### src/rtl/core/fsa_pkg.sv
// Shared types and constants for the flag-setting ALU.
`default_nettype none
package fsa_pkg;
  typedef enum logic [3:0] {
    OP_ADD = 4'd0, OP_SUB = 4'd1, OP_CMP = 4'd2, OP_MUL = 4'd3,
    OP_DIV = 4'd4, OP_INC = 4'd5, OP_DEC = 4'd6, OP_NEG = 4'd7,
    OP_AND = 4'd8, OP_OR = 4'd9, OP_XOR = 4'd10, OP_TEST = 4'd11,
    OP_NOT = 4'd12, OP_RDF = 4'd13, OP_WRF = 4'd14, OP_COND = 4'd15
  } op_e;

  typedef enum logic [3:0] {
    CC_AL = 4'd0, CC_Z = 4'd1, CC_NZ = 4'd2, CC_S = 4'd3, CC_NS = 4'd4,
    CC_O = 4'd5, CC_NO = 4'd6, CC_C = 4'd7, CC_NC = 4'd8, CC_UGE = 4'd9,
    CC_ULE = 4'd10, CC_SLT = 4'd11
  } cc_e;

  // flag bit positions
  localparam int unsigned FlagZ = 0;
  localparam int unsigned FlagS = 1;
  localparam int unsigned FlagO = 2;
  localparam int unsigned FlagC = 3;

  // classification made by the front end
  typedef enum logic [1:0] {
    CLS_SIMPLE = 2'd0,
    CLS_MUL    = 2'd1,
    CLS_DIV    = 2'd2
  } cls_e;

  function automatic logic cond_holds(input logic [3:0] sel, input logic [3:0] f);
    logic z, s, o, c, r;
    z = f[FlagZ];
    s = f[FlagS];
    o = f[FlagO];
    c = f[FlagC];
    case (sel)
      CC_AL:   r = 1'b1;
      CC_Z:    r = z;
      CC_NZ:   r = !z;
      CC_S:    r = s;
      CC_NS:   r = !s;
      CC_O:    r = o;
      CC_NO:   r = !o;
      CC_C:    r = c;
      CC_NC:   r = !c;
      CC_UGE:  r = !c || z;
      CC_ULE:  r = c || z;
      CC_SLT:  r = s != o;
      default: r = 1'b0;
    endcase
    return r;
  endfunction
endpackage
`default_nettype wire

### src/rtl/core/fsa_back.sv
// Back end: executes queued requests, owns the flag register and the output register.
`default_nettype none
module fsa_back import fsa_pkg::*; #(
  parameter int unsigned DataWidth = 64
) (
  input  wire logic                 clk_i,
  input  wire logic                 rst_ni,
  input  wire logic                 q_valid_i,
  output logic                      q_ready_o,
  input  wire logic [3:0]           q_op_i,
  input  wire cls_e                 q_cls_i,
  input  wire logic [DataWidth-1:0] q_a_i,
  input  wire logic [DataWidth-1:0] q_b_i,
  input  wire logic [3:0]           q_cond_i,
  output logic                      out_valid_o,
  input  wire logic                 out_ready_i,
  output logic [DataWidth-1:0]      res_o,
  output logic [DataWidth-1:0]      rem_o,
  output logic [3:0]                flags_o,
  output logic                      taken_o,
  output logic                      derr_o
);
  localparam int unsigned CntW = $clog2(DataWidth + 1);
  localparam int unsigned HalfW = (DataWidth + 1) / 2;
  localparam int unsigned PpW = 2 * HalfW;
  localparam int unsigned ProdW = 2 * DataWidth;

  typedef enum logic [2:0] {
    ST_IDLE, ST_MUL, ST_MULFIN, ST_DIV, ST_DIVFIN, ST_DONE
  } state_e;

  state_e               state_q;
  logic [3:0]           flags_q;
  logic                 ovalid_q;
  logic [DataWidth-1:0] ores_q, orem_q;
  logic [3:0]           oflags_q;
  logic                 otaken_q, oderr_q;
  logic [DataWidth-1:0] a_q, b_q;
  logic [DataWidth-1:0] quo_q;
  logic [DataWidth-1:0] rw_q;
  logic [CntW-1:0]      cnt_q;
  // multiply: one half-width partial product per step, summed into acc_q
  logic [ProdW-1:0]     acc_q;
  logic [1:0]           mstep_q;

  logic                 out_free, out_load;
  logic [DataWidth-1:0] a, b, msb, sres, sum, dif;
  logic [3:0]           sflags, mflags;
  logic                 stake, cy, bw;
  logic [DataWidth:0]   sh, trial;
  logic [HalfW-1:0]     ma, mb;
  logic [PpW-1:0]       pp;
  logic [ProdW-1:0]     pp_sh;

  assign out_free  = !ovalid_q || out_ready_i;
  assign q_ready_o = (state_q == ST_IDLE) && out_free;
  assign a = q_a_i;
  assign b = q_b_i;
  assign msb = {1'b1, {(DataWidth-1){1'b0}}};
  assign {cy, sum} = {1'b0, a} + {1'b0, b};
  assign {bw, dif} = {1'b0, a} - {1'b0, b};

  // a result lands in the output register this edge
  assign out_load = ((state_q == ST_IDLE) && q_valid_i && out_free &&
                     (q_cls_i != CLS_MUL) && !((q_cls_i == CLS_DIV) && (b != '0))) ||
                    ((state_q == ST_DONE) && out_free);

  function automatic logic [3:0] zs(input logic [DataWidth-1:0] v);
    logic [3:0] f;
    f = 4'd0;
    f[FlagZ] = (v == '0);
    f[FlagS] = v[DataWidth-1];
    return f;
  endfunction

  // simple ops, computed combinationally from the queue head
  always_comb begin
    sres   = '0;
    sflags = flags_q;
    stake  = 1'b0;
    case (q_op_i)
      OP_ADD: begin
        sres = sum;
        sflags = zs(sum);
        sflags[FlagC] = cy;
        sflags[FlagO] = ((a ^ sum) & (b ^ sum) & msb) != '0;
      end
      OP_SUB, OP_CMP: begin
        sres = dif;
        sflags = zs(dif);
        sflags[FlagC] = bw;
        sflags[FlagO] = ((a ^ b) & (a ^ dif) & msb) != '0;
      end
      OP_INC: begin
        sres = a + {{(DataWidth-1){1'b0}}, 1'b1};
        sflags = zs(sres);
        sflags[FlagC] = (sres == '0);
        sflags[FlagO] = (sres == msb);
      end
      OP_DEC: begin
        sres = a - {{(DataWidth-1){1'b0}}, 1'b1};
        sflags = zs(sres);
        sflags[FlagC] = (a == '0);
        sflags[FlagO] = (a == msb);
      end
      OP_NEG: sres = '0 - a;
      OP_AND, OP_TEST: begin
        sres = a & b;
        sflags = zs(sres);
      end
      OP_OR: begin
        sres = a | b;
        sflags = zs(sres);
      end
      OP_XOR: begin
        sres = a ^ b;
        sflags = zs(sres);
      end
      OP_NOT: sres = ~a;
      OP_RDF: sres = {{(DataWidth-4){1'b0}}, flags_q};
      OP_WRF: sflags = a[3:0];
      OP_COND: stake = cond_holds(q_cond_i, flags_q);
      default: sres = '0;
    endcase
  end

  // step 0: lo*lo, 1: lo(a)*hi(b), 2: hi(a)*lo(b), 3: hi*hi
  always_comb begin
    ma = mstep_q[1] ? HalfW'(a_q[DataWidth-1:HalfW]) : a_q[HalfW-1:0];
    mb = mstep_q[0] ? HalfW'(b_q[DataWidth-1:HalfW]) : b_q[HalfW-1:0];
    pp = PpW'(ma) * PpW'(mb);
    case (mstep_q)
      2'd0:    pp_sh = ProdW'(pp);
      2'd3:    pp_sh = ProdW'(pp) << (2 * HalfW);
      default: pp_sh = ProdW'(pp) << HalfW;
    endcase
  end

  always_comb begin
    mflags        = zs(acc_q[DataWidth-1:0]);
    mflags[FlagC] = acc_q[ProdW-1:DataWidth] != '0;
    mflags[FlagO] = acc_q[ProdW-1:DataWidth] != '0;
  end

  assign sh    = {rw_q, a_q[DataWidth-1]};
  assign trial = sh - {1'b0, b_q};

  always_ff @(posedge clk_i or negedge rst_ni) begin
    if (!rst_ni) begin
      state_q  <= ST_IDLE;
      flags_q  <= 4'd0;
      ovalid_q <= 1'b0;
      ores_q   <= '0;
      orem_q   <= '0;
      oflags_q <= 4'd0;
      otaken_q <= 1'b0;
      oderr_q  <= 1'b0;
      a_q      <= '0;
      b_q      <= '0;
      quo_q    <= '0;
      rw_q     <= '0;
      cnt_q    <= '0;
      acc_q    <= '0;
      mstep_q  <= 2'd0;
    end else begin
      ovalid_q <= out_load || (ovalid_q && !out_ready_i);
      case (state_q)
        ST_IDLE: begin
          if (q_valid_i && out_free) begin
            case (q_cls_i)
              CLS_MUL: begin
                a_q     <= a;
                b_q     <= b;
                acc_q   <= '0;
                mstep_q <= 2'd0;
                state_q <= ST_MUL;
              end
              CLS_DIV: begin
                if (b == '0) begin
                  ores_q   <= '0;
                  orem_q   <= '0;
                  oflags_q <= flags_q;
                  otaken_q <= 1'b0;
                  oderr_q  <= 1'b1;
                end else begin
                  a_q     <= a;
                  b_q     <= b;
                  rw_q    <= '0;
                  quo_q   <= '0;
                  cnt_q   <= CntW'(DataWidth);
                  state_q <= ST_DIV;
                end
              end
              default: begin
                flags_q  <= sflags;
                ores_q   <= sres;
                orem_q   <= '0;
                oflags_q <= sflags;
                otaken_q <= stake;
                oderr_q  <= 1'b0;
              end
            endcase
          end
        end
        ST_MUL: begin
          acc_q   <= acc_q + pp_sh;
          mstep_q <= mstep_q + 2'd1;
          if (mstep_q == 2'd3) state_q <= ST_MULFIN;
        end
        ST_MULFIN: begin
          ores_q   <= acc_q[DataWidth-1:0];
          oflags_q <= mflags;
          orem_q   <= '0;
          otaken_q <= 1'b0;
          oderr_q  <= 1'b0;
          state_q  <= ST_DONE;
        end
        ST_DIV: begin
          // one restoring step per cycle, MSB first
          a_q <= a_q << 1;
          if (!trial[DataWidth]) begin
            rw_q  <= trial[DataWidth-1:0];
            quo_q <= {quo_q[DataWidth-2:0], 1'b1};
          end else begin
            rw_q  <= sh[DataWidth-1:0];
            quo_q <= {quo_q[DataWidth-2:0], 1'b0};
          end
          cnt_q <= cnt_q - CntW'(1);
          if (cnt_q == CntW'(1)) state_q <= ST_DIVFIN;
        end
        ST_DIVFIN: begin
          ores_q   <= quo_q;
          orem_q   <= rw_q;
          oflags_q <= zs(quo_q);
          otaken_q <= 1'b0;
          oderr_q  <= 1'b0;
          state_q  <= ST_DONE;
        end
        ST_DONE: begin
          if (out_free) begin
            flags_q <= oflags_q;
            state_q <= ST_IDLE;
          end
        end
        default: state_q <= ST_IDLE;
      endcase
    end
  end

  assign out_valid_o = ovalid_q;
  assign res_o   = ores_q;
  assign rem_o   = orem_q;
  assign flags_o = oflags_q;
  assign taken_o = otaken_q;
  assign derr_o  = oderr_q;
endmodule
`default_nettype wire

### config.mk
export PLATFORM = sky130hd
export DESIGN_NAME = fsa_back
export DESIGN_NICKNAME = d
export VERILOG_FILES = /design/src/rtl/core/fsa_pkg.sv /design/src/rtl/core/fsa_back.sv
export SDC_FILE = /design/constraint.sdc
export NUM_CORES = 2
export LEC_CHECK = 0
export BUFFER_PORTS_ARGS = -buffer_cell sky130_fd_sc_hd__clkbuf_2
export CORE_MARGIN = 1.5
export CORE_UTILIZATION = 30
export DETAILED_ROUTE_END_ITERATION = 8
export PLACE_DENSITY_LB_ADDON = 0.1
export SLEW_MARGIN = 20
export SYNTH_ARGS = -nofsm -noshare
export SYNTH_HDL_FRONTEND = slang
export SYNTH_SLANG_ARGS = --single-unit
### constraint.sdc
create_clock -name clk_i -period 30.3 [get_ports clk_i]
set_input_delay 3.03 -clock clk_i [delete_from_list [all_inputs] [get_ports clk_i]]
set_output_delay 3.03 -clock clk_i [all_outputs]
set_load 0.02 [all_outputs]
### After elaboration in Yosys (flattened, before gate mapping)

Cells that the tools add are included.

* multipliers: 1
* add/sub/neg operators: 9
* muxes and demuxes: 60
* reductions and logical operators: 56
* bitwise logic cells: 9
* eq/ne operators: 50

Operator list (count)
* case mux 64 bit (2 select lines): 7
* zero test 64 bit: 11
* two-way mux 64 bit: 10
* case mux 64 bit (10 select lines): 1
* case mux 128 bit (2 select lines): 2
* case mux 64 bit (3 select lines): 2
* two-way mux 128 bit: 2
* XOR 64 bit: 4
* bitwise AND 64 bit: 3
* adder 128 bit: 1
* == test 64 bit, second input constant: 2
* nonzero test 64 bit: 2
* adder 64 x 64 -> 65 bit: 1
* subtractor 64 x 64 -> 65 bit: 1
* subtractor 65 x 64 -> 65 bit: 1
* adder 64 x 1 -> 64 bit, second input constant: 1
* multiplier 32 x 32 -> 64 bit: 1
* two-way mux 32 bit: 2
* inverter 64 bit: 1
* bitwise OR 64 bit: 1
* subtractor 1 x 64 -> 64 bit, first input constant: 1
* subtractor 64 x 1 -> 64 bit, second input constant: 1
* == test 4 bit, second input constant: 12
* case mux 4 bit (8 select lines): 1
* 42 further kinds: 114

* logic and storage cells: 200
* input bits: 142
* register bits: 535
* output and inout bits: 136

### Depth between registers and ports, before layout

* word-level depth: 7
* gate-level depth with buffers: 49
* mapped depth without buffers: 45

### Least setup slack after synthesis

Ideal clock, no wire load.

* path kind: register to register
* start point: reg mstep_q[1]
* end point: reg acc_q[125]
* arrival time: 11.550 ns
* period minus slack after synthesis: 11.683 ns
* buffers on the path: 5
* data required time: 30.167 ns
* slack: 18.617 ns
* stages on the path, launching flop included: 43
* setup time: 0.133 ns
* path through: dfrtp_1 clkbuf_1 buf_1 mux2i_1 clkbuf_1 nor2_1 fa_1 fa_1 inv_1 fa_1 fa_1 inv_1 fa_1 fa_1 fa_1 fa_1 ha_1 clkbuf_1 [... 7 more ...] o41ai_1 xor2_1 o2bb2ai_1 ha_1 clkbuf_1 a21oi_1 o21bai_1 a21oi_1 o21ai_0 a21oi_1 o21ai_0 a211oi_1 o31ai_1 a311oi_1 a31oi_1 a221oi_1 xor2_1 o21ai_0

* longest elaborated chain between the ends: 5
* elaborated cells on any way between the ends: 7
* classes of those cells: add/sub (1); mul (1); eq/ne (1); mux (3); reduce/logical (1)

RTL lines
* start: declaration: RTL line fsa_back.sv:44 `logic [1:0] mstep_q;`
* start signal: assignment: RTL line fsa_back.sv:207 `mstep_q <= mstep_q + 2'd1;`
* two-way mux 32 bit: RTL line fsa_back.sv:129 `ma = mstep_q[1] ? HalfW'(a_q[DataWidth-1:HalfW]) : a_q[HalfW-1:0];`
* multiplier 32 x 32 -> 64 bit: RTL line fsa_back.sv:131 `pp = PpW'(ma) * PpW'(mb);`
* case mux 128 bit (2 select lines) (*): RTL line fsa_back.sv:132 `case (mstep_q)`
* adder 128 bit (*): RTL line fsa_back.sv:206 `acc_q <= acc_q + pp_sh;`
* case mux 128 bit (2 select lines) (*): RTL line fsa_back.sv:167 `case (state_q)`
* end signal: assignment: RTL line fsa_back.sv:206
* end: declaration: RTL line fsa_back.sv:43 `logic [ProdW-1:0] acc_q;`

Mark *: on every way between the ends. The rest lies on a longest branch, timed or not.
A chain may end at the register's enable or synchronous reset.

### Worst setup path after layout

Same ends and word-level chain as after synthesis.

==> reports/metrics.yaml <==
grt:
  grt_overflow: 0
  antenna_found_initial: 57
  grt_max_degree: 181
  grt_pass1_vias: 82400
  grt_pass1_wl_mm: 664
  grt.total_usage_pct: 32.7
cts:
  cts_tree: "done"
  clk_pin_slew_ns: 0.06
  clock_path_buffers: 3
  hold_buffers: 0
  cts_resized: 0
  htree_levels: 3
  clock-sinks: 535
  postCtsSetupBuffers: 0
  root_buffer: "clkbuf_16"
  clk_latency_ns: 0.74
  numCtsBuffers: 76
synth:
  ys_ff_latch: 535
  syn_inst: 10600
  synthDominantCellAreaShare_pct: 21.3
  synth_warnings: 0
  netlist_area_mm2: 0.0847
  syn_nets: 12300
  dominantRegCellSynth: "dfrtp_1"
  syn_avg_cell_area_um2: 8.02
  synth_cell_types: 100
  yosysSeqAreaShare_pct: 15.8
  synth_top_cell_by_area: "fa_1"
  yosys-top-cells-area: "fa_1 21%, dfrtp_1 16%, ha_1 9.8%, nand2_1 6.0%, inv_1 5.2%"
  synthArstFlopShare_pct: 100
  synth-edff-count: 0
detailed_routing:
  dr_wl_met2_mm: 196
  highest_layer: "met5"
  dr.pass1.iters: 9
  postRouteAntennaNets: 0
  routed-via-count: 83700
  routed_wl_mm: 476
  met1_length_mm: 215
  route.met3.wl_mm: 46.0
  routedWlPerCell_um: 33.2
  drtIter0Drc: 10300
  viasPerCell: 5.84
  drc_errors: 8
layout:
  drive_above_1_share_pct: 8.08
  nets: 12200
  n_fill_cell: 29800
  area_growth_pct: 10.5
  layout_commonest_cell: "nand2_1"
  fin_area_mm2: 0.0936
  mostFrequentLayoutCells: "1359 x nand2_1, 1178 x inv_1, 981 x nor2_1, 900 x fa_1, 663 x ha_1"
setup_path:
  crit_type: "flip-flop to flip-flop"
  crit_fanout: 35
  cp.arrival_ns: 15.13
  crit_top_cell: "fa_1"
  setup.worst_path.end_class: "flip-flop"
  cpPeakStageDelay_ns: 0.83
  cp_slowest_cell: "a2111oi_0"
  startpoint_type: "flip-flop"
  reg2reg_depth: 43
  crit_required_ns: 30.86
placed_design:
  port_buffers: 277
  finalWeightedCongestion: 1.03
  placed_area_mm2: 0.0907
  dpl.hpwl_mm: 387
  place_ws_ns: 16.10
worst_hold_path:
  holdCritPathClass: "flip-flop to flip-flop"
  whs_path_depth: 2
floorplan:
  dieWidth_um: 534
  core-area_mm2: 0.280
  die_area_mm2: 0.286
  fp.dieH_um: 534
  rows: 194
  initial_utilization_pct: 30.2
  io_pins: 278
sta:
  setup_viol_count_final: 0
  relSlewSlack_pct: 10.2
  rsz0062_at_grt: "false"
  hold_slack_ns: 0.486
  setup_tns_ns: 0
  maxSlewViolCount: 0
  worst_slew_pin_slew_ns: 1.34
  finalHoldViolCount: 0
  min_period_over_period_pct: 48.1
  clock_skew_ns: 0.0878
  period_needed_ns: 14.57
  worst_slack_ns: 15.73
  max_freq_mhz: 68.6
outcome:
  status: "finished with violations"
  failed_checks: "design-rule violations"
job:
  max_cap_viol_count: 0
[through the flow]
step                std cells  util (%)
floorplan               10600         -
global placement        14200      32.4
detailed placement      14200      32.4
CTS                     14300      33.4
global route            14300      33.4
finish                  14300      33.4
[worst max-delay path: cells and delay by family, from the launching register on]
family	cells	cell delay (ns)
compound gates	21	6.00
fa+ha+maj	10	4.08
buf+inv	5	1.67
simple gates	5	1.25
flops	1	0.81
xor+xnor	2	0.57
[flip-flops by register name (all words and copies together), names as in the netlist]
signal,flops
a_q,64
acc_q,128
b_q,64
cnt_q,7
derr_o,1
flags_o,4
flags_q,4
mstep_q,2
out_valid_o,1
quo_q,64
rem_o,64
res_o,64
rw_q,64
state_q,3
taken_o,1
[area by class of cell]
class	count	area [um2]	share of cell area (%)
Clock buffer	98	2100	2.25
Timing Repair Buffer	518	3230	3.45
Sequential cell	535	13400	14.3
Inverter	1181	4430	4.74
Antenna cell	37	92.6	0.0989
Multi-Input combinational cell	8199	65100	69.5
Clock inverter	41	609	0.651
Tap cell	3724	4660	4.98
[path summary, 6_finish.rpt]
| path | start | end | slack, ns |
|---|---|---|---|
| max in group asynchronous | rst_ni | rem_o[9]$_DFFE_PN0P_ | 25.02 |
| worst min register to register | res_o[36]$_DFFE_PN0P_ | res_o[36]$_DFFE_PN0P_ | 0.49 |
| min in group asynchronous | rst_ni | acc_q[100]$_DFFE_PN0P_ | 2.31 |
| worst min-delay path | res_o[36]$_DFFE_PN0P_ | res_o[36]$_DFFE_PN0P_ | 0.49 |
| worst max register to register | mstep_q[1]$_DFFE_PN0P_ | acc_q[125]$_DFFE_PN0P_ | 15.73 |
| worst max-delay path | mstep_q[1]$_DFFE_PN0P_ | acc_q[125]$_DFFE_PN0P_ | 15.73 |
[Yosys cell counts, drive strengths merged, types with 61 or more instances]
master / n
a22o: 177
o22ai: 61
clkbuf: 605
nor3: 131
a222oi: 64
o21bai: 98
o31ai: 61
ha: 663
nand2b: 62
o21ai: 680
a31oi: 126
o211ai: 66
inv: 1178
fa: 900
xor2: 102
and2: 106
nor4: 170
dfrtp: 535
nand2: 1364
a21o: 179
a21oi: 593
mux2i: 107
nand3: 133
nand4: 184
nor2: 987
xnor2: 360
[routing by layer]
layer	track usage, %	vias up
met1	47.1	43000
met4	11.3	20
met5	0	-
met2	46.8	3894
li1	-	36100
met3	8.54	608
[cells by family (layout without fill, tap and decap cells)]
family / Yosys count / after routing / synth area share [%]
AO/OA/AOI/OAI: 2604 / 2604 / 20.1
XOR/XNOR: 462 / 462 / 4.78
adder cells (fa/ha/maj): 1564 / 1564 / 31.1
buffers and inverters: 1828 / 1838 / 8.15
flip-flops: 535 / 535 / 15.8
multiplexers: 144 / 144 / 1.76
other: 0 / 37 / 0
AND/OR/NAND/NOR: 3425 / 3425 / 18.3
Power is left out: the tool's default activity adds up to more than one toggle a clock period on the data nets, which glitch-free logic cannot reach.
