File: config.mk
export PLATFORM = sky130hd
export DESIGN_NAME = fsa_front
export DESIGN_NICKNAME = d
export VERILOG_FILES = /design/src/rtl/core/fsa_pkg.sv /design/src/rtl/core/fsa_front.sv
export SDC_FILE = /design/constraint.sdc
export NUM_CORES = 1
export LEC_CHECK = 0
export CAP_MARGIN = 0
export CORE_MARGIN = 8
export CORE_UTILIZATION = 45
export DETAILED_ROUTE_END_ITERATION = 7
export DONT_BUFFER_PORTS = 1
export GPL_ROUTABILITY_DRIVEN = 0
export SYNTH_ARGS = -nofsm -noshare
export SYNTH_HDL_FRONTEND = slang
export SYNTH_SLANG_ARGS = --single-unit
File: constraint.sdc
create_clock -name clk_i -period 6.9 [get_ports clk_i]
set_input_delay 0.345 -clock clk_i [delete_from_list [all_inputs] [get_ports clk_i]]
set_output_delay 0.345 -clock clk_i [all_outputs]
set_load 0.02 [all_outputs]
File: src/rtl/core/fsa_pkg.sv
// Shared types and constants for the flag-setting ALU.
`default_nettype none
package fsa_pkg;
  typedef enum logic [3:0] {
    OP_ADD = 4'd0, OP_SUB = 4'd1, OP_CMP = 4'd2, OP_MUL = 4'd3,
    OP_DIV = 4'd4, OP_INC = 4'd5, OP_DEC = 4'd6, OP_NEG = 4'd7,
    OP_AND = 4'd8, OP_OR = 4'd9, OP_XOR = 4'd10, OP_TEST = 4'd11,
    OP_NOT = 4'd12, OP_RDF = 4'd13, OP_WRF = 4'd14, OP_COND = 4'd15
  } op_e;

  typedef enum logic [3:0] {
    CC_AL = 4'd0, CC_Z = 4'd1, CC_NZ = 4'd2, CC_S = 4'd3, CC_NS = 4'd4,
    CC_O = 4'd5, CC_NO = 4'd6, CC_C = 4'd7, CC_NC = 4'd8, CC_UGE = 4'd9,
    CC_ULE = 4'd10, CC_SLT = 4'd11
  } cc_e;

  // flag bit positions
  localparam int unsigned FlagZ = 0;
  localparam int unsigned FlagS = 1;
  localparam int unsigned FlagO = 2;
  localparam int unsigned FlagC = 3;

  // classification made by the front end
  typedef enum logic [1:0] {
    CLS_SIMPLE = 2'd0,
    CLS_MUL    = 2'd1,
    CLS_DIV    = 2'd2
  } cls_e;

  function automatic logic cond_holds(input logic [3:0] sel, input logic [3:0] f);
    logic z, s, o, c, r;
    z = f[FlagZ];
    s = f[FlagS];
    o = f[FlagO];
    c = f[FlagC];
    case (sel)
      CC_AL:   r = 1'b1;
      CC_Z:    r = z;
      CC_NZ:   r = !z;
      CC_S:    r = s;
      CC_NS:   r = !s;
      CC_O:    r = o;
      CC_NO:   r = !o;
      CC_C:    r = c;
      CC_NC:   r = !c;
      CC_UGE:  r = !c || z;
      CC_ULE:  r = c || z;
      CC_SLT:  r = s != o;
      default: r = 1'b0;
    endcase
    return r;
  endfunction
endpackage
`default_nettype wire

File: src/rtl/core/fsa_front.sv
// Front end: accepts requests, classifies them and queues them for the back end.
`default_nettype none
module fsa_front import fsa_pkg::*; #(
  parameter int unsigned DataWidth = 64
) (
  input  wire logic                 clk_i,
  input  wire logic                 rst_ni,
  input  wire logic                 in_valid_i,
  output logic                      in_ready_o,
  input  wire logic [3:0]           op_i,
  input  wire logic [DataWidth-1:0] a_i,
  input  wire logic [DataWidth-1:0] b_i,
  input  wire logic [3:0]           cond_i,
  output logic                      q_valid_o,
  input  wire logic                 q_ready_i,
  output logic [3:0]                q_op_o,
  output cls_e                      q_cls_o,
  output logic [DataWidth-1:0]      q_a_o,
  output logic [DataWidth-1:0]      q_b_o,
  output logic [3:0]                q_cond_o
);
  // two-entry queue
  logic [3:0]           op_q   [2];
  cls_e                 cls_q  [2];
  logic [DataWidth-1:0] a_q    [2];
  logic [DataWidth-1:0] b_q    [2];
  logic [3:0]           cond_q [2];
  logic                 wp_q, rp_q;
  logic [1:0]           cnt_q;
  logic                 push, pop;
  cls_e                 cls;

  assign in_ready_o = (cnt_q != 2'd2);
  assign q_valid_o  = (cnt_q != 2'd0);
  assign push = in_valid_i && in_ready_o;
  assign pop  = q_valid_o && q_ready_i;

  always_comb begin
    case (op_i)
      OP_MUL:  cls = CLS_MUL;
      OP_DIV:  cls = CLS_DIV;
      default: cls = CLS_SIMPLE;
    endcase
  end

  always_ff @(posedge clk_i or negedge rst_ni) begin
    if (!rst_ni) begin
      wp_q  <= 1'b0;
      rp_q  <= 1'b0;
      cnt_q <= 2'd0;
    end else begin
      if (push) wp_q <= !wp_q;
      if (pop)  rp_q <= !rp_q;
      cnt_q <= cnt_q + {1'b0, push} - {1'b0, pop};
    end
  end

  always_ff @(posedge clk_i) begin
    if (push) begin
      op_q[wp_q]   <= op_i;
      cls_q[wp_q]  <= cls;
      a_q[wp_q]    <= a_i;
      b_q[wp_q]    <= b_i;
      cond_q[wp_q] <= cond_i;
    end
  end

  assign q_op_o   = op_q[rp_q];
  assign q_cls_o  = cls_q[rp_q];
  assign q_a_o    = a_q[rp_q];
  assign q_b_o    = b_q[rp_q];
  assign q_cond_o = cond_q[rp_q];
endmodule
`default_nettype wire

Yosys cells after proc, flatten, opt, wreduce, memory -nomap -nowiden
Memory sizes are Yosys's and may differ from the RTL's.
Index checks and enable logic that the tools add are counted.
W data, S select, Z words.

cells by class
  add/subtract/negate cells = 2
  eq/ne operators = 3
  muxes and demuxes = 3
  reduce and logical (&&, ||, !) cells = 5

operators with widths
  operator              count
  $eq A4 B2 Y1 const B  1
  $eq A4 B3 Y1 const B  1
  $pmux W2 S2           1
  $add A2 B1 Y2         1
  $logic_and A1 B1 Y1   2
  $logic_not A1 Y1      2
  $mux W1               2
  $ne A2 B2 Y1 const B  1
  $reduce_bool A2 Y1    1
  $sub A2 B1 Y2         1

word-level totals
  bits in registers = 4
  bits in writable memories = 276
  input port bits = 140
  output and inout port bits = 140
  memories = 5

memory list
  memory  words  width  read ports  clocked after memory_dff  write ports  line             RTL
  a_q     2      64     1           0                         1            fsa_front.sv:25  logic [DataWidth-1:0] a_q [2];
  b_q     2      64     1           0                         1            fsa_front.sv:26  logic [DataWidth-1:0] b_q [2];
  cond_q  2      4      1           0                         1            fsa_front.sv:27  logic [3:0] cond_q [2];
  op_q    2      4      1           0                         1            fsa_front.sv:23  logic [3:0] op_q [2];
  cls_q   2      2      1           0                         1            fsa_front.sv:24  cls_e cls_q [2];

Depth between registers and ports, before layout
Gate-level depths: netlist of run 1.

  depth after elaboration = 4
  mapped depth = 5
  mapped depth without buffers = 5

Worst setup path before layout of run 1
No wires, ideal clock.

  path kind = reg2reg
  start = reg cnt_q[0]
  end = mem a_q[0][0], enable pin
  setup time = 0.637 ns
  data arrival time = 6.536 ns
  data required time = 6.263 ns
  slack = -0.273 ns
  cell stages (with the launch flop) = 4
  buffers on the path = 0
  clock period less this slack = 7.173 ns
  cells stage by stage = dfrtp_1 > nand2b_1 > nand2_1 > nor2_1

between the ends
  cells in the longest elaborated chain, start to end = 4

ends and longest elaborated chain
  what                           line             RTL
  start, declared                fsa_front.sv:29  logic [1:0] cnt_q;
  start signal, assigned         fsa_front.sv:54  cnt_q <= cnt_q + {1'b0, push} - {1'b0, pop};
  $ne A2 B2 Y1                   fsa_front.sv:33  assign in_ready_o = (cnt_q != 2'd2);
  named net in_ready_o           fsa_front.sv:9   output logic in_ready_o,
  $logic_and A1 B1 Y1            fsa_front.sv:35  assign push = in_valid_i && in_ready_o;
  $mux W1                        fsa_front.sv:59  if (push) begin
  $mux W1 (not written as such)  fsa_front.sv:62  a_q[wp_q] <= a_i;
  end, declared                  fsa_front.sv:25

The timed path passes the listed nets, and every way through them passes these cells.

Worst setup path in the final report of run 1
  start = reg rp_q
  end = out q_b_o[54]

between the ends
  cells in the longest elaborated chain, start to end = 1

ends and longest elaborated chain
  what                    line             RTL
  start, declared         fsa_front.sv:28  logic wp_q, rp_q;
  start signal, assigned  fsa_front.sv:53  if (pop) rp_q <= !rp_q;
  $mem_v2 Z2 W64          --
  end, declared           fsa_front.sv:19  output logic [DataWidth-1:0] q_b_o,

Every way passes these cells.

==> results of run 1 <==
-- Yosys cell counts (all sizes together) --
library cell / count / area (um2)
a211oi: 1 / 7.51
a21bo: 1 / 10.0
a32oi: 1 / 8.76
and3: 1 / 6.26
buf: 15 / 149
dfrtp: 4 / 100
edfxtp: 276 / 8290
ha: 1 / 12.5
mux2: 138 / 1550
nand2: 3 / 11.3
nand2b: 1 / 6.26
nand3: 1 / 5.00
nor2: 3 / 11.3
nor2b: 1 / 6.26
nor3: 1 / 5.00
nor4b: 1 / 8.76
o21ai: 1 / 5.00
or2: 1 / 6.26
xnor2: 3 / 26.3
-- worst register-to-register path, delay by kind of cell, from the launching register on --
kind                   cells  cell delay [ns]
buffers and inverters      2             1.58
flip-flops                 1             0.43
AND/OR/NAND/NOR            3             0.60
-- worst max-delay path by stage --
stage	startpoint	cells after the start	endpoint	slack, ns
floorplan	cnt_q[0]	3	a_q[0][0]	2.05
global route	rp_q	2	q_b_o[54]	3.33
CTS	rp_q	2	q_b_o[54]	3.47
finish	rp_q	2	q_b_o[54]	3.54
global placement	cnt_q[0]	5	a_q[0][23]	3.88
detailed placement	cnt_q[0]	5	b_q[0][47]	3.81
-- routing by layer --
metal	up-vias	part of all wire [%]	global-route usage [%]
met5	-	0.059	0
met4	2	2.1	4.54
met3	35	8.8	5.56
met2	189	51	24.2
met1	2314	39	16.0
li1	2128	-	-
-- state kept, by name, summed over array words and instances, names as in the netlist --
register  flops
a_q         128
b_q         128
cls_q         4
cnt_q         2
cond_q        8
op_q          8
rp_q          1
wp_q          1
-- final cells by class --
| class | instances | area, um2 |
|---|---|---|
| Clock buffer | 38 | 738 |
| Clock inverter | 13 | 123 |
| Fill cell | 1637 | 9780 |
| Multi-Input combinational cell | 159 | 1700 |
| Sequential cell | 280 | 8390 |
| Tap cell | 285 | 357 |
| Timing Repair Buffer | 142 | 1410 |
-- power by group through the flow --
stage	Combinational [mW]	Clock, mW	Sequential [mW]
5_1_grt	1.62	1.52	2.52
4_1_cts	1.57	1.45	2.48
3_5_place_dp	1.49	0	2.52
2_1_floorplan	1.33	0	2.47
6_report	1.53	1.41	2.48
3_3_place_gp	1.48	0	2.49
-- metrics by stage --
| step | hold WS [ns] | instance area [um2] | power [mW] | instances | setup slack (ns) |
|---|---|---|---|---|---|
| after floorplan | 0.0494 | 10200 | 3.80 | 454 | 2.05 |
| after global placement | 0.0496 | 10500 | 3.97 | 728 | 3.88 |
| after detailed placement | 0.0496 | 10500 | 4.00 | 728 | 3.81 |
| after CTS | 0.0174 | 12700 | 5.50 | 917 | 3.47 |
| after global routing | 0.0496 | 12700 | 5.66 | 917 | 3.33 |
| final | 0.0618 | 12700 | 5.41 | 917 | 3.54 |
-- kinds of logic after synthesis --
logic type | after synthesis
buf+inv | 15
simple gates | 13
fa+ha+maj | 1
flops | 280
xor+xnor | 3
mux | 138
compound gates | 4
==> summary.md, run 1 <==
| Metric | Value |
|---|---|
| Max Clk Rate | `297 MHz` |
| Terminus of the critical flop-to-flop path | `b_q[0][45]` |
| Setup Viol. Count Final | `0` |
| Mapped Cells | `454` |
| Seq/Total Area, Yosys | `82.0%` |
| Compound-gate portion of the synthesized area | `0.306%` |
| Worst slew pin tran | `1.20 ns` |
| Sw Ratio | `32.6%` |
| Static leakage | `4.22 nW` |
| Final hold vios | `0` |
| CP cell instances | `buf_4 > mux2_2` |
| Max cap viols | `0` |
| Worst EP required | `6.55 ns` |
| Core footprint | `22500 um2` |
| Final ANT Viol Nets | `0` |
| I/O pin cnt | `280` |
| Clock network power share | `26.0%` |
| Drt wl/cell | `22.1 um` |
| Initial Util | `45.4%` |
| Crit-path max FO | `85` |
| Relative slew slack | `20.0%` |
| Routed vias/inst | `5.09` |
| DP Wirelength | `12.8 mm` |
| Final net count | `752` |
| Worst-case clock buffer depth | `3` |
| Final Max Slew Viols | `0` |
| Simple-Gate Fraction of Synth Area | `0.648%` |
| Status | `complete, no violations` |
| HP Class | `input pin to register` |
| WP buf/inv | `1` |
| Min-delay src | `in_valid_i` |
| DRC Markers | `0` |
| Largest net degree at the start of global routing | `87` |
| Main combinational cell family by area after synthesis | `multiplexers` |
| Most frequent cells in the layout | `edfxtp_1 (276), mux2_2 (138), dlygate4sd3_1 (138), clkbuf_16 (28), clkbuf_1 (10)` |
| Vias in the first global route | `5086` |
| Critical path type | `register to output pin` |
| RSZ-0062 raised after global routing | `false` |
| Commonest non-fill, non-tap cell in the layout | `edfxtp_1` |
| Min-Delay Endpoint | `wp_q` |
| H-tree Lvls | `1` |
| Switching power | `1.76 mW` |
| R2R setup slack | `3.84 ns` |
| Final period utilization | `48.8%` |
| Max incr delay on CP | `0.91 ns` |
| Final design utilization | `56.5%` |
| Worst path top cell family by delay | `flip-flops` |
| Distinct cell type count after synthesis | `21` |
| Routed WL | `20.3 mm` |
| Global-route wire length before repair | `30.7 mm` |
| Area Growth Syn to Fin | `24.4%` |
| Min Tclk post-route | `3.36 ns` |
| Hold depth | `2` |
| Syn_nets | `595` |
| TritonCTS clock tree | `done` |
| R2R cell count | `5` |
| N_diodes | `0` |
| Worst skew pair latency | `0.53 ns` |
| DIE AREA | `27800 um2` |
| Cell area after synthesis | `10200 um2` |
| Setup tns final | `0 ns` |
| Via count | `4668` |
| Clk slew on worst S/H paths | `0.06 ns` |
| CP arrival | `3.02 ns` |
| Worst vdd ir | `0.510 mV` |
| CP max-delay cell | `dfrtp_4` |
| Tot GR Track Use | `14.1%` |
| Synth warnings | `0` |
| Synth Area in XOR/XNOR | `0.257%` |
| Yosys reg bits | `280` |
| Adder-cell area share of the yosys netlist | `0.122%` |
| # rows | `55` |
| Post-CTS Resized | `0` |
| Mux cell area share after synthesis | `15.2%` |
| Layout cells sized above 1 | `29.0%` |
| Internal | `3.65 mW` |
| Comb pwr share | `28.3%` |
| # hold bufs at CTS | `138` |
| CTS Buf Count | `28` |
| Post-CTS setup buffer count | `0` |
| Clock skew | `0.00913 ns` |
| Initial DRC count | `264` |
| Clk sinks | `280` |
| CTS root buf | `clkbuf_16` |
| Port buffer count | `0` |
| Grt ovf | `0` |
| Sequential share of power | `45.7%` |
| Power Dens Cells | `425 nW/um2` |
| Crit path capture type | `output pin` |
| Critical path launch point type | `register` |
| Drt first pass iters | `4` |
| DIE HEIGHT | `167 um` |
| Syn avg cell area | `22.5 um2` |
| Initial antenna violation count | `1` |
| Die width | `167 um` |
| R2R Path Start | `cnt_q[0]` |
(Power assumes the default switching activity.)
==> inputs of run 2 (changes only) <==
clock period = 3.2 ns   (was 6.9 ns; I/O delays follow)
==> summary.md, run 2 (synthesis gave the netlist of run 1 again) <==
| Metric | Value |
|---|---|
| Status | `complete, no violations (unchanged)` |
| Worst EP required | `3.04 ns (was 6.55 ns)` |
| Power Dens Cells | `931 nW/um2 (was 425 nW/um2)` |
| Inst Count DP | `731 (was 728)` |
| Core footprint | `22500 um2 (unchanged)` |
| Min Tclk post-route | `2.28 ns` |
| Non-Filler Instances | `922 (was 917)` |
| Most frequent cells in the layout | `edfxtp_1 (276), dlygate4sd3_1 (140), mux2_2 (138), clkbuf_16 (29) (was edfxtp_1 (276), mux2_2 (138), dlygate4sd3_1 (138), clkbuf_16 (28), clkbuf_1 (10))` |
| GR Util met1 | `16.1% (was 16.0%)` |
| Drt wl/cell | `22.3 um (was 22.1 um)` |
| Worst skew pair latency | `0.53 ns (about the same)` |
| Static leakage | `4.31 nW (was 4.22 nW)` |
| Commonest non-fill, non-tap cell in the layout | `edfxtp_1 (unchanged)` |
| Clk slew on worst S/H paths | `0.06 ns (about the same)` |
| CTS root buf | `clkbuf_16 (unchanged)` |
| H-tree Lvls | `1 (unchanged)` |
| Area Growth Syn to Fin | `26.3% (was 24.4%)` |
| Met2 Use GR | `24.7% (was 24.2%)` |
| GR Layer Usage met3 | `5.48% (was 5.56%)` |
| DIE HEIGHT | `167 um (unchanged)` |
| DIE AREA | `27800 um2 (unchanged)` |
| Final hold vios | `0 (unchanged)` |
| Final Max Slew Viols | `0 (unchanged)` |
| Drt first pass iters | `4 (unchanged)` |
| Crit path capture type | `output pin (unchanged)` |
| CTS Buf Count | `29 (was 28)` |
| Critical path type | `register to output pin (unchanged)` |
| Routed WL | `20.5 mm (was 20.3 mm)` |
| Total Power | `12.0 mW (was 5.41 mW)` |
| Relative slew slack | `50.4% (was 20.0%)` |
| Design area | `12900 um2 (was 12700 um2)` |
| # rows | `55 (unchanged)` |
| Crit-path max FO | `71 (was 85)` |
| Clock network power share | `27.4% (was 26.0%)` |
| Final net count | `758 (was 752)` |
| Largest net degree at the start of global routing | `87 (unchanged)` |
| TritonCTS clock tree | `done (unchanged)` |
| CP arrival | `2.12 ns (was 3.02 ns)` |
| Gr busiest metal | `met2 (unchanged)` |
| Initial antenna violation count | `1 (unchanged)` |
| Comb pwr share | `28.8% (was 28.3%)` |
| Via count | `4705 (was 4668)` |
| Sw Ratio | `32.5% (was 32.6%)` |
| Grt ovf | `0 (unchanged)` |
| DRC Markers | `0 (unchanged)` |
| Max Clk Rate | `438 MHz` |
| Initial DRC count | `284 (was 264)` |
| Worst slew pin tran | `0.744 ns (was 1.20 ns)` |
| Clock skew | `0.00898 ns (was 0.00913 ns)` |
| I/O pin cnt | `280 (unchanged)` |
| Setup Viol. Count Final | `0 (unchanged)` |
| Internal | `8.12 mW (was 3.65 mW)` |
| HP Class | `input pin to register (unchanged)` |
| Setup tns final | `0 ns (unchanged)` |
| Routed vias/inst | `5.10 (was 5.09)` |
| Final period utilization | `71.3%` |
| Placed Instance Area | `10600 um2 (was 10500 um2)` |
| Tot GR Track Use | `14.2% (was 14.1%)` |
| Worst vdd ir | `0.738 mV (was 0.510 mV)` |
| Layout cells sized above 1 | `30.8% (was 29.0%)` |
| Sequential share of power | `43.8% (was 45.7%)` |
| Final ANT Viol Nets | `0 (unchanged)` |
| Clk sinks | `280 (unchanged)` |
| RSZ-0062 raised after global routing | `false (unchanged)` |
| Initial Util | `45.4% (unchanged)` |
| Biggest regs | `a_q: 128 flops, b_q: 128 flops (unchanged)` |
| Vias in the first global route | `5170 (was 5086)` |
| Worst-case clock buffer depth | `3 (unchanged)` |
| Post-CTS setup buffer count | `0 (unchanged)` |
| DP Wirelength | `13.2 mm (was 12.8 mm)` |
| Port buffer count | `0 (unchanged)` |
| Max cap viols | `0 (unchanged)` |
| Critical path launch point type | `register (unchanged)` |
| Die width | `167 um (unchanged)` |
| Switching power | `3.90 mW (was 1.76 mW)` |
| Global-route wire length before repair | `31.2 mm (was 30.7 mm)` |
## run 2: cell count changes in the layout (fill, tap and decap cells not counted), moves of 2 or more
cell	delta
clkbuf_1	-6
clkinv_4	+2
clkbuf_8	+3
clkinv_1	-3
dlygate4sd3_1	+2
buf_12	+4
## run 2: area by class of cell
class                           instances  area [um2]
Tap cell                              285         357
Fill cell                            1647        9590
Antenna cell                            1        2.50
Multi-Input combinational cell        159        1710
Sequential cell                       280        8390
Timing Repair Buffer                  147        1500
Clock buffer                           36         782
Clock inverter                         14         166
## run 2: power by group through the flow
stage | clock network (mW) | registers (mW) | logic [mW]
after global placement | 0 | 5.30 | 3.33
final | 3.30 | 5.26 | 3.46
after floorplan | 0 | 5.26 | 2.89
after CTS | 3.36 | 5.27 | 3.54
after detailed placement | 0 | 5.35 | 3.36
after global routing | 3.52 | 5.34 | 3.65
## run 2: routing by layer
layer  part of all wire, %  up-vias
met5                     0        -
met4                   2.7        0
met3                   8.6       40
met2                    51      186
met1                    38     2341
li1                      -     2138
## run 2: per-stage QoR
step	util, %	hold WS, ns	setup slack, ns
floorplan	-	-0.136	0.0445
global placement	46.9	-0.135	1.36
detailed placement	46.9	-0.135	1.28
CTS	57.4	0.00435	0.870
global route	57.4	0.0474	0.819
finish	57.4	0.0256	0.918
## run 2: critical path: stages (launching register included)
cell	delay, ns
dfrtp_4	0.67
buf_12	0.37
mux2_2	0.47
## run 2: final timing paths
kind                           start         end  slack, ns  depth (start not counted)
setup / recovery                rp_q   q_a_o[53]       0.92                          2
hold reg to reg                 wp_q        wp_q       0.56                          1
hold / removal             q_ready_i    cnt_q[1]       0.03                          3
min in group asynchronous     rst_ni    cnt_q[0]       0.45                          2
setup reg to reg            cnt_q[0]  a_q[0][57]       1.27                          4
max in group asynchronous     rst_ni        rp_q       2.55                          2
## run 2: timing repair
action	CTS	global route
hold buffers	140	0
gates resized for setup	0	0
endpoints found under the hold margin	284	0
